## config.mk

```make
export PLATFORM = sky130hd
export DESIGN_NAME = sorted_priority_queue_unit
export DESIGN_NICKNAME = d
export VERILOG_FILES = /design/src/design/spq_pkg.sv /design/src/design/sorted_priority_queue_unit.sv /design/src/design/spq_ctrl.sv /design/src/design/spq_datapath.sv
export VERILOG_INCLUDE_DIRS = /design/src /design/src/design
export SDC_FILE = /design/constraint.sdc
export NUM_CORES = 1
export LEC_CHECK = 0
export BUFFER_PORTS_ARGS = -buffer_cell sky130_fd_sc_hd__clkbuf_2
export CORE_ASPECT_RATIO = 0.7
export CORE_UTILIZATION = 64
export DETAILED_ROUTE_END_ITERATION = 8
export GPL_ROUTABILITY_DRIVEN = 0
export HOLD_SLACK_MARGIN = 0.1
export PLACE_DENSITY_LB_ADDON = 0.1
export SYNTH_ARGS = -nofsm -noshare
export SYNTH_HDL_FRONTEND = slang
export SYNTH_SLANG_ARGS = --single-unit
```

## constraint.sdc

```tcl
create_clock -name aclk -period 6.6 [get_ports aclk]
set_clock_uncertainty 0.2 [all_clocks]
set_input_delay 0.33 -clock aclk [delete_from_list [all_inputs] [get_ports aclk]]
set_output_delay 0.33 -clock aclk [all_outputs]
set_load 0.01 [all_outputs]
```

## src/design/sorted_priority_queue_unit_defines.svh

```systemverilog
// ----------------------------------------------------------------------------
// sorted_priority_queue_unit_defines
// Assertion macros shared by the priority queue modules.
// ----------------------------------------------------------------------------
`ifndef SORTED_PRIORITY_QUEUE_UNIT_DEFINES_SVH
`define SORTED_PRIORITY_QUEUE_UNIT_DEFINES_SVH

`ifndef SYNTHESIS

// clocked check, off while reset is held
`define SPQ_ASSERT(label, clk, rst_n, prop) \
    label: assert property (@(posedge clk) disable iff (!rst_n) prop) \
        else $error("spq assertion failed");

// clocked check that also runs through reset
`define SPQ_ASSERT_NR(label, clk, prop) \
    label: assert property (@(posedge clk) prop) \
        else $error("spq assertion failed");

`else

`define SPQ_ASSERT(label, clk, rst_n, prop)
`define SPQ_ASSERT_NR(label, clk, prop)

`endif

`endif

```

## src/design/spq_pkg.sv

```systemverilog
// ----------------------------------------------------------------------------
// spq_pkg
// Codes, field widths and controller/datapath link types of the queue.
// ----------------------------------------------------------------------------
package spq_pkg;

    localparam int OP_W     = 2;
    localparam int STATUS_W = 2;
    localparam int PRIO_W   = 16;
    localparam int TAG_W    = 16;
    localparam int COUNT_W  = 5;

    // operation codes
    localparam logic [OP_W-1:0] OP_ENQUEUE = 2'd0;
    localparam logic [OP_W-1:0] OP_DEQUEUE = 2'd1;
    localparam logic [OP_W-1:0] OP_PEEK    = 2'd2;
    localparam logic [OP_W-1:0] OP_CLEAR   = 2'd3;

    // result status codes
    localparam logic [STATUS_W-1:0] ST_OK    = 2'd0;
    localparam logic [STATUS_W-1:0] ST_EMPTY = 2'd1;
    localparam logic [STATUS_W-1:0] ST_FULL  = 2'd2;

    // controller to datapath
    typedef struct packed {
        logic load;   // capture the accepted item
        logic exec;   // carry out the captured operation
    } spq_cmd_t;

    // datapath to controller
    typedef struct packed {
        logic out_busy;   // result register holds a result not yet taken
    } spq_stat_t;

endpackage

```

## src/design/sorted_priority_queue_unit.sv

```systemverilog
// Sorted priority queue of DEPTH entries, each a signed Q8.8 priority and a
// 16-bit tag, held in shift cells in descending order. Each accepted item is
// one operation (enqueue, dequeue, peek or clear) and yields exactly one
// result: status, the tail entry for dequeue and peek (the smallest priority,
// newest among equals), and the entry count after the operation. Each item is
// first captured, then executed: all cells compare against the new priority
// in parallel and shift or load. No new item is accepted until the captured
// one has executed. The result register holds a result until it is taken,
// and the execute cycle waits while it is still occupied.
// ----------------------------------------------------------------------------
// sorted_priority_queue_unit
// Top level: controller and slot datapath.
// ----------------------------------------------------------------------------
module sorted_priority_queue_unit #(
    parameter int DEPTH = 16
) (
    input  logic                                 aclk,
    input  logic                                 aresetn,
    input  logic                                 s_valid,
    output logic                                 s_ready,
    input  logic [spq_pkg::OP_W-1:0]             s_op,
    input  logic signed [spq_pkg::PRIO_W-1:0]    s_in_priority,
    input  logic [spq_pkg::TAG_W-1:0]            s_in_tag,
    output logic                                 m_valid,
    input  logic                                 m_ready,
    output logic [spq_pkg::STATUS_W-1:0]         m_status,
    output logic signed [spq_pkg::PRIO_W-1:0]    m_out_priority,
    output logic [spq_pkg::TAG_W-1:0]            m_out_tag,
    output logic [spq_pkg::COUNT_W-1:0]          m_entry_count
);
    import spq_pkg::*;

    spq_cmd_t  cmd;
    spq_stat_t stat;

    // sequencer
    spq_ctrl u_ctrl (
        .aclk    (aclk),
        .aresetn (aresetn),
        .s_valid (s_valid),
        .s_ready (s_ready),
        .stat    (stat),
        .cmd     (cmd)
    );

    // slot cells and result register
    spq_datapath #(
        .DEPTH (DEPTH)
    ) u_datapath (
        .aclk           (aclk),
        .aresetn        (aresetn),
        .cmd            (cmd),
        .stat           (stat),
        .s_op           (s_op),
        .s_in_priority  (s_in_priority),
        .s_in_tag       (s_in_tag),
        .m_valid        (m_valid),
        .m_ready        (m_ready),
        .m_status       (m_status),
        .m_out_priority (m_out_priority),
        .m_out_tag      (m_out_tag),
        .m_entry_count  (m_entry_count)
    );

endmodule

```

## src/design/spq_ctrl.sv

```systemverilog
// ----------------------------------------------------------------------------
// spq_ctrl
// Sequencer: captures one item, then executes it once the result register
// is free.
// ----------------------------------------------------------------------------
`include "sorted_priority_queue_unit_defines.svh"

module spq_ctrl (
    input  logic               aclk,
    input  logic               aresetn,
    input  logic               s_valid,
    output logic               s_ready,
    input  spq_pkg::spq_stat_t stat,
    output spq_pkg::spq_cmd_t  cmd
);
    import spq_pkg::*;

    localparam logic ST_IDLE = 1'b0;
    localparam logic ST_EXEC = 1'b1;

    logic state_reg;
    logic state_next;

    // handshake and commands
    assign s_ready  = (state_reg == ST_IDLE);
    assign cmd.load = s_valid && s_ready;
    assign cmd.exec = (state_reg == ST_EXEC) && !stat.out_busy;

    // next state
    always_comb begin
        state_next = state_reg;
        case (state_reg)
            ST_IDLE: begin
                if (cmd.load) begin
                    state_next = ST_EXEC;
                end
            end
            ST_EXEC: begin
                if (cmd.exec) begin
                    state_next = ST_IDLE;
                end
            end
            default: state_next = ST_IDLE;
        endcase
    end

    always_ff @(posedge aclk) begin
        if (!aresetn) begin
            state_reg <= ST_IDLE;
        end else begin
            state_reg <= state_next;
        end
    end

    `SPQ_ASSERT_NR(a_reset_to_idle, aclk, !aresetn |=> state_reg == ST_IDLE)
    `SPQ_ASSERT(a_load_starts_exec, aclk, aresetn, cmd.load |=> state_reg == ST_EXEC)
    `SPQ_ASSERT(a_no_exec_when_busy, aclk, aresetn, stat.out_busy |-> !cmd.exec)

endmodule

```

## src/design/spq_datapath.sv

```systemverilog
// ----------------------------------------------------------------------------
// spq_datapath
// Sorted slot cells with parallel insert compare, fill count and the
// result register.
// ----------------------------------------------------------------------------
`include "sorted_priority_queue_unit_defines.svh"

module spq_datapath #(
    parameter int DEPTH = 16
) (
    input  logic                                 aclk,
    input  logic                                 aresetn,
    input  spq_pkg::spq_cmd_t                    cmd,
    output spq_pkg::spq_stat_t                   stat,
    input  logic [spq_pkg::OP_W-1:0]             s_op,
    input  logic signed [spq_pkg::PRIO_W-1:0]    s_in_priority,
    input  logic [spq_pkg::TAG_W-1:0]            s_in_tag,
    output logic                                 m_valid,
    input  logic                                 m_ready,
    output logic [spq_pkg::STATUS_W-1:0]         m_status,
    output logic signed [spq_pkg::PRIO_W-1:0]    m_out_priority,
    output logic [spq_pkg::TAG_W-1:0]            m_out_tag,
    output logic [spq_pkg::COUNT_W-1:0]          m_entry_count
);
    import spq_pkg::*;

    localparam int CNT_W = $clog2(DEPTH + 1);
    localparam int IDX_W = $clog2(DEPTH);

    // captured item
    logic [OP_W-1:0]          op_reg;
    logic signed [PRIO_W-1:0] prio_reg;
    logic [TAG_W-1:0]         tag_reg;

    // slot cells, descending priority from slot 0
    logic signed [PRIO_W-1:0] slot_prio_reg [DEPTH];
    logic [TAG_W-1:0]         slot_tag_reg  [DEPTH];
    logic [CNT_W-1:0]         count_reg;
    logic [CNT_W-1:0]         count_next;

    // result register
    logic                     m_valid_reg;
    logic [STATUS_W-1:0]      status_reg;
    logic [STATUS_W-1:0]      status_next;
    logic signed [PRIO_W-1:0] res_prio_reg;
    logic signed [PRIO_W-1:0] res_prio_next;
    logic [TAG_W-1:0]         res_tag_reg;
    logic [TAG_W-1:0]         res_tag_next;
    logic [CNT_W-1:0]         res_count_reg;

    logic             full;
    logic             empty;
    logic [CNT_W-1:0] tail_pos;
    logic [IDX_W-1:0] tail_idx;
    logic             do_insert;
    logic [DEPTH-1:0] past_new;   // new entry belongs at or before this slot
    logic [DEPTH-1:0] ins_here;
    logic [DEPTH-1:0] shift_in;

    assign full     = (count_reg == CNT_W'(DEPTH));
    assign empty    = (count_reg == '0);
    assign tail_pos = count_reg - 1'b1;
    assign tail_idx = tail_pos[IDX_W-1:0];
    assign do_insert = cmd.exec && (op_reg == OP_ENQUEUE) && !full;

    // capture the accepted item
    always_ff @(posedge aclk) begin
        if (cmd.load) begin
            op_reg   <= s_op;
            prio_reg <= s_in_priority;
            tag_reg  <= s_in_tag;
        end
    end

    // parallel compare: first slot whose priority is strictly smaller, or the end
    always_comb begin
        for (int k = 0; k < DEPTH; k++) begin
            past_new[k] = ((CNT_W'(k) < count_reg) && (prio_reg > slot_prio_reg[k]))
                          || (CNT_W'(k) == count_reg);
        end
        for (int k = 0; k < DEPTH; k++) begin
            if (k == 0) begin
                ins_here[k] = past_new[k];
                shift_in[k] = 1'b0;
            end else begin
                ins_here[k] = past_new[k] && !past_new[k-1]
                              && (CNT_W'(k) <= count_reg);
                shift_in[k] = past_new[k-1] && (CNT_W'(k) <= count_reg);
            end
        end
    end

    // slot cells: take the new entry or the left neighbor
    for (genvar g = 0; g < DEPTH; g++) begin : g_cell
        if (g == 0) begin : g_head
            always_ff @(posedge aclk) begin
                if (do_insert && ins_here[g]) begin
                    slot_prio_reg[g] <= prio_reg;
                    slot_tag_reg[g]  <= tag_reg;
                end
            end
        end else begin : g_body
            always_ff @(posedge aclk) begin
                if (do_insert && ins_here[g]) begin
                    slot_prio_reg[g] <= prio_reg;
                    slot_tag_reg[g]  <= tag_reg;
                end else if (do_insert && shift_in[g]) begin
                    slot_prio_reg[g] <= slot_prio_reg[g-1];
                    slot_tag_reg[g]  <= slot_tag_reg[g-1];
                end
            end
        end
    end

    // operation result and new fill count
    always_comb begin
        count_next    = count_reg;
        status_next   = ST_OK;
        res_prio_next = '0;
        res_tag_next  = '0;
        case (op_reg)
            OP_ENQUEUE: begin
                if (full) begin
                    status_next = ST_FULL;
                end else begin
                    count_next = count_reg + 1'b1;
                end
            end
            OP_DEQUEUE, OP_PEEK: begin
                if (empty) begin
                    status_next = ST_EMPTY;
                end else begin
                    res_prio_next = slot_prio_reg[tail_idx];
                    res_tag_next  = slot_tag_reg[tail_idx];
                    if (op_reg == OP_DEQUEUE) begin
                        count_next = tail_pos;
                    end
                end
            end
            OP_CLEAR: begin
                count_next = '0;
            end
            default: begin
                count_next = count_reg;
            end
        endcase
    end

    // fill count and result valid
    always_ff @(posedge aclk) begin
        if (!aresetn) begin
            count_reg   <= '0;
            m_valid_reg <= 1'b0;
        end else begin
            if (cmd.exec) begin
                count_reg   <= count_next;
                m_valid_reg <= 1'b1;
            end else if (m_ready) begin
                m_valid_reg <= 1'b0;
            end
        end
    end

    // result payload
    always_ff @(posedge aclk) begin
        if (cmd.exec) begin
            status_reg    <= status_next;
            res_prio_reg  <= res_prio_next;
            res_tag_reg   <= res_tag_next;
            res_count_reg <= count_next;
        end
    end

    assign stat.out_busy  = m_valid_reg && !m_ready;
    assign m_valid        = m_valid_reg;
    assign m_status       = status_reg;
    assign m_out_priority = res_prio_reg;
    assign m_out_tag      = res_tag_reg;
    assign m_entry_count  = COUNT_W'(res_count_reg);

    `SPQ_ASSERT(a_count_in_range, aclk, aresetn, count_reg <= CNT_W'(DEPTH))
    `SPQ_ASSERT(a_exec_needs_free_out, aclk, aresetn, cmd.exec |-> !(m_valid_reg && !m_ready))
    `SPQ_ASSERT(a_dequeue_drops_one, aclk, aresetn, (cmd.exec && op_reg == OP_DEQUEUE && !empty) |=> count_reg == $past(tail_pos))
    `SPQ_ASSERT(a_full_drop_keeps_count, aclk, aresetn, (cmd.exec && op_reg == OP_ENQUEUE && full) |=> (count_reg == $past(count_reg)) && (m_status == ST_FULL))

endmodule

```

==> After elaboration in Yosys (flattened, before gate mapping) <==
Memories as Yosys holds them, arrays and structs flattened. A register that Yosys moved wholly into a read port is not among the register bits.
Cells that the tools add are included.
{ "totals": {"elab_cells": 365, "latchBits": 0, "ramBits": 512, "rom_bits": 0, "memories": 2, "out_inout_bits": 41, "reg_bits": 48, "input_bits": 38} }
{ "op_classes": {"shift": 0, "n_addsub": 2, "n_mux": 119, "mul": 0, "n_bitwise": 32, "n_div": 0, "n_reduce_logical": 136, "magnitude_cmp": 47, "n_eq_ne": 19} }
{ "memory_table": {"columns": ["memory", "depth", "word_bits", "read_ports", "rd_ports_with_merged_regs", "write_ports", "line_no", "text"], "rows": [
  ["u_datapath.slot_prio_reg", 16, 16, 17, 1, 16, "spq_datapath.sv:36", "logic signed [PRIO_W-1:0] slot_prio_reg [DEPTH];"],
  ["u_datapath.slot_tag_reg", 16, 16, 16, 1, 16, "spq_datapath.sv:37", "logic [TAG_W-1:0] slot_tag_reg [DEPTH];"]
]} }
{ "op_table": {"columns": ["operator", "count"], "rows": [
  ["16-bit 2-to-1 mux", 30],
  ["16-bit greater-than comparator", 16],
  ["1-bit logical AND", 97],
  ["1-bit 2-to-1 mux", 82],
  ["4-bit by 5-bit == test with 1-bit output, first input constant", 8],
  ["4-bit by 5-bit <= comparator with 1-bit output, first input constant", 8],
  ["4-bit by 5-bit less-than comparator with 1-bit output, first input constant", 8],
  ["1-bit bitwise OR", 30],
  ["3-bit by 5-bit == test with 1-bit output, first input constant", 4],
  ["3-bit by 5-bit <= comparator with 1-bit output, first input constant", 4],
  ["3-bit by 5-bit less-than comparator with 1-bit output, first input constant", 4],
  ["1-bit zero test", 18],
  ["1-bit logical OR", 16],
  ["5-bit 2-to-1 mux", 3],
  ["5-bit one-hot mux with 3 select lines", 1],
  ["2-bit by 5-bit == test with 1-bit output, first input constant", 2],
  ["2-bit by 5-bit <= comparator with 1-bit output, first input constant", 2],
  ["1-bit by 5-bit less-than comparator with 1-bit output, first input constant", 2],
  ["2-bit by 5-bit less-than comparator with 1-bit output, first input constant", 2],
  ["5-bit by 1-bit adder with 5-bit output, second input constant", 1],
  ["1-bit by 5-bit == test with 1-bit output, first input constant", 1],
  ["5-bit == test, second input constant", 1],
  ["1-bit by 5-bit <= comparator with 1-bit output, first input constant", 1],
  ["5-bit zero test", 1],
  ["other kinds (10)", 13]
]} }

==> Depth between registers and ports, before layout <==
{ "logic_depth": {"ltp_word": 11, "depth_mapped": 14} }

==> Hierarchy <==
A second synthesis with hierarchy kept.
{ "hier_totals": {"hier_cells": 2580, "area_unflattened_um2": 35592.9} }
{ "by_module_without_submodules": {"columns": ["mod", "area_per_inst_um2", "cells_per_inst", "seq_area_each_um2", "n_inst"], "rows": [
  ["spq_datapath", 35545.3, 2574, 17687.0, 1],
  ["spq_ctrl", 47.5, 6, 20.0, 1]
]} }

==> Least setup slack after synthesis <==
Ideal clock, no wire load.
{ "synth_timing": {"path_kind": "reg-to-reg", "from": "register u_datapath.count_reg[0]", "to": "memory u_datapath.slot_prio_reg[13][0], enable pin", "setup_slack_ps": 1264, "setup_time_ps": 474, "stages_incl_launch_ff": 10, "t_arrival_ps": 4661, "path_cell_list": "dfxtp_1 > buf_2 > buf_2 > buf_2 > clkbuf_1 > inv_1 > ha_1 > nand4b_1 > nand3_2 > a221oi_1"} }
{ "synth_lines": {"columns": ["element", "line_no", "text"], "rows": [
  ["start, declared", "spq_datapath.sv:38", "logic [CNT_W-1:0] count_reg;"],
  ["start signal, assigned", "spq_datapath.sv:156", "count_reg <= count_next;"],
  ["end, declared", "spq_datapath.sv:36", null]
]} }

==> results.sh <==
export IMPL_outcome="finished, final reports clean"
export IMPL_hold_depth=2
export IMPL_postCtsSetupRepairBufs=0
export IMPL_crit_type="register to register"
export IMPL_first_iter_violations=2730
export IMPL_synthArstFlopShare=0
export IMPL_hold_path_class="input pin to register"
export IMPL_tightest_slew_ns=1.31
export IMPL_antenna_left=0
export IMPL_setup_viol=0
export IMPL_cp_end_kind="register"
export IMPL_grtUsageMet2=0.521
export IMPL_fp_dieH_um=200
export IMPL_wl_per_cell_um=28.5
export IMPL_insertion_delay_ns=0.65
export IMPL_clock_sinks=592
export IMPL_root_buffer="clkbuf_16"
export IMPL_fin_crit_sh=0.751
export IMPL_port_buffers=78
export IMPL_crit_path_top_delay_cell="o22ai_4"
export IMPL_path_cells="inv_1, ha_1, nor2b_1, o211ai_1, a2111oi_0, nor4_1, a211oi_2, nand2_1, o22ai_4, buf_4"
export IMPL_initial_core_util=0.656
export IMPL_arrival_ns=5.08
export IMPL_required_ns=6.72
export IMPL_htree_levels=2
export IMPL_top_usage_layer="met2"
export IMPL_vias=23759
export IMPL_r2r_slack_ns=1.64
export IMPL_grt_max_degree=67
export IMPL_clock_path_buffers=3
export IMPL_coreArea_um2=54400
export IMPL_critPathLaunchType="register"
export IMPL_r2r_start="u_datapath.prio_reg[0]$_DFFE_PP_"
export IMPL_path_buf_inv=2
export IMPL_yosysUniqueCellTypes=79
export IMPL_hold_viol_final=0
export IMPL_drcViolationCount=0
export IMPL_final_layout_size_suffix_gt1_frac=0.313
export IMPL_min_from="s_in_priority[2]"
export IMPL_hold_ws_ns=0.195
export IMPL_post_synth_top_area_fraction=0.492
export IMPL_reg2regPathDepth=10
export IMPL_maxSlewHeadroom=0.127
export IMPL_synth_area_leaders="edfxtp_1 (49%), mux2_2 (13%), ha_1 (9.3%)"
export IMPL_whs_endpoint="u_datapath.prio_reg[2]$_DFFE_PP_"
export IMPL_syn2layout_area_growth_pct=10.4
export IMPL_cts_tree="built"
export IMPL_std_cell_rows=71
export IMPL_cpPeakStageDelay_ns=0.82
export IMPL_syn_nets=2892
export IMPL_grt_pass1_vias=23583
export IMPL_dr_pass1_iters=7
export IMPL_grt_setup_unrepaired="false"
export IMPL_grt_pass1_wl_mm=148
export IMPL_tns_ns=0
export IMPL_io_pins=79
export IMPL_synth_seq_area_share=0.496
export IMPL_ir_worst_vdd_uv=238
export IMPL_avgViaCountPerCell=6.86
export IMPL_ys_seq_elements=592
export IMPL_synth_edf_count=585
export IMPL_path_clk_slew_ns=0.07
export IMPL_nets=2988
export IMPL_cts_made_buffers=58
export IMPL_mappedNetlistArea_um2=35700
export IMPL_power_density_nw_per_um2=222
export IMPL_yosys_most_used_dff="edfxtp_1"
export IMPL_synth_warnings=0
export IMPL_hpwlAfterDp_mm=68.1
export IMPL_antenna_found_initial=1
export IMPL_cts_resized=0
export IMPL_yosysTopAreaCell="edfxtp_1"
export IMPL_crit_fanout=21
export IMPL_wl_mm=98.7
export IMPL_rr_endpoint="u_datapath.slot_tag_reg[7][15]$_DFFE_PP_"
export IMPL_max_cap_violations=0
export IMPL_die_area_um2=56700
export IMPL_min_period_ns=4.96
export IMPL_placed_cells=3317
export IMPL_grt_usage=0.351
export IMPL_grt_overflow_total=0
export IMPL_die_x_um=284
export IMPL_p_leak_nw=14.7
export IMPL_syn_area_per_cell_um2=13.8
export IMPL_gr_usage_met1=0.514
export IMPL_fin_cells=3465
export IMPL_crit_family="compound AO/OA/AOI/OAI gates"
export IMPL_finish_utilization=0.724
export IMPL_finalMaxSlewViolations=0
export IMPL_fmax_mhz=202
export IMPL_grt_met3_usage=0.0854
export IMPL_syn_inst=2590
power by group:
group          internal, W  leakage (nW)  switching [W]
combinational     0.000454          8.34       0.000571
sequential         0.00419          5.37      0.0000801
clock              0.00195         0.943        0.00151
total              0.00659          14.7        0.00216
cells by family (layout without fill, tap and decap cells):
group / Yosys count / after routing / share of synthesized area
AO/OA/AOI/OAI: 334 / 334 / 0.0610
XOR/XNOR: 3 / 3 / 0.000737
adder cells (fa/ha/maj): 264 / 264 / 0.0926
buffers and inverters: 394 / 538 / 0.0467
flip-flops: 592 / 592 / 0.496
multiplexers: 645 / 645 / 0.246
other: 0 / 1 / 0
AND/OR/NAND/NOR: 358 / 358 / 0.0566
cell usage after synthesis (4+ instances only):
cell type / instances
mux2_1: 23
nor3_1: 10
a21o_1: 12
edfxtp_1: 585
a31oi_1: 12
mux2i_1: 36
nand2b_1: 5
and3_1: 14
o21a_1: 8
buf_1: 5
nand2_1: 79
a211oi_1: 73
o211ai_1: 13
a21boi_0: 7
nor4_1: 10
nor2_1: 45
buf_2: 48
mux2_2: 427
a221oi_1: 5
ha_1: 264
nand4_1: 41
and4_1: 27
a21oi_1: 116
mux2_4: 31
buf_6: 10
nand3_1: 35
inv_1: 254
dfxtp_1: 7
clkbuf_1: 62
and2_1: 5
a311oi_1: 8
o21ai_0: 42
nor2b_1: 57
o21ai_1: 4
mux4_2: 128
buf_4: 14
layout by cell type, fill, tap and decap left out, drive strengths merged, types with 4 or more instances in the layout:
cell type and count:
ha 264, mux2i 36, nor3 14, o211ai 13, mux4 128, edfxtp 585, o21ai 46, and2 5
a311oi 8, a21o 12, a221oi 5, dlygate4sd3 39, and4 27, bufinv 8, nand3 36, inv 255
mux2 481, nor2 48, nand4 41, nor2b 57, a211oi 74, a21oi 116, a21boi 8, nand2b 5
clkinv 29, nand2 79, dfxtp 7, buf 58, a31oi 12, a2111oi 4, nor4 10, clkbuf 147
o21a 8, and3 14
worst max-delay path by stage:
stage,startpoint,endpoint,slack [ns],cells after the start
2_1_floorplan,u_datapath.count_reg[0]$_SDFFE_PN0P_,u_datapath.slot_prio_reg[13][0]$_DFFE_PP_,1.26,9
3_3_place_gp,u_datapath.prio_reg[0]$_DFFE_PP_,u_datapath.slot_tag_reg[7][15]$_DFFE_PP_,1.87,10
3_5_place_dp,u_datapath.prio_reg[0]$_DFFE_PP_,u_datapath.slot_tag_reg[10][2]$_DFFE_PP_,1.73,10
4_1_cts,u_datapath.prio_reg[0]$_DFFE_PP_,u_datapath.slot_tag_reg[10][5]$_DFFE_PP_,1.70,10
5_1_grt,u_datapath.prio_reg[0]$_DFFE_PP_,u_datapath.slot_tag_reg[7][4]$_DFFE_PP_,1.39,10
6_report,u_datapath.prio_reg[0]$_DFFE_PP_,u_datapath.slot_tag_reg[7][15]$_DFFE_PP_,1.64,10
layout make-up:
| type | instances | area, µm² |
|---|---|---|
| clock buffers | 69 | 1510 |
| repair buffers | 175 | 1240 |
| diodes | 1 | 2.50 |
| well taps | 730 | 913 |
| multi-input cells | 1604 | 16600 |
| flip-flops and latches | 592 | 17700 |
| inverters | 255 | 957 |
| fillers | 3593 | 15000 |
| clock inverters | 39 | 430 |
through the flow:
stage,total power [W],setup WS [ns],area (µm²)
floorplan,0.00498,1.26,35700
global placement,0.00529,1.87,37000
detailed placement,0.00532,1.73,37000
CTS,0.00874,1.70,39400
global route,0.00896,1.39,39400
finish,0.00875,1.64,39400
metal layers:
layer  up-vias  share of wire
met2      1386           0.43
met1     11970           0.42
met4         0          0.026
met3       170           0.12
met5         -              0
li1      10233              -
what timing repair did:
| item | 4_1_cts | 5_1_grt |
|---|---|---|
| hold buffers | 39 | 0 |
| endpoints found under the setup margin | 0 | 0 |
| endpoints found under the hold margin | 41 | 0 |
No activity file was read; power rests on OpenSTA's default activity.
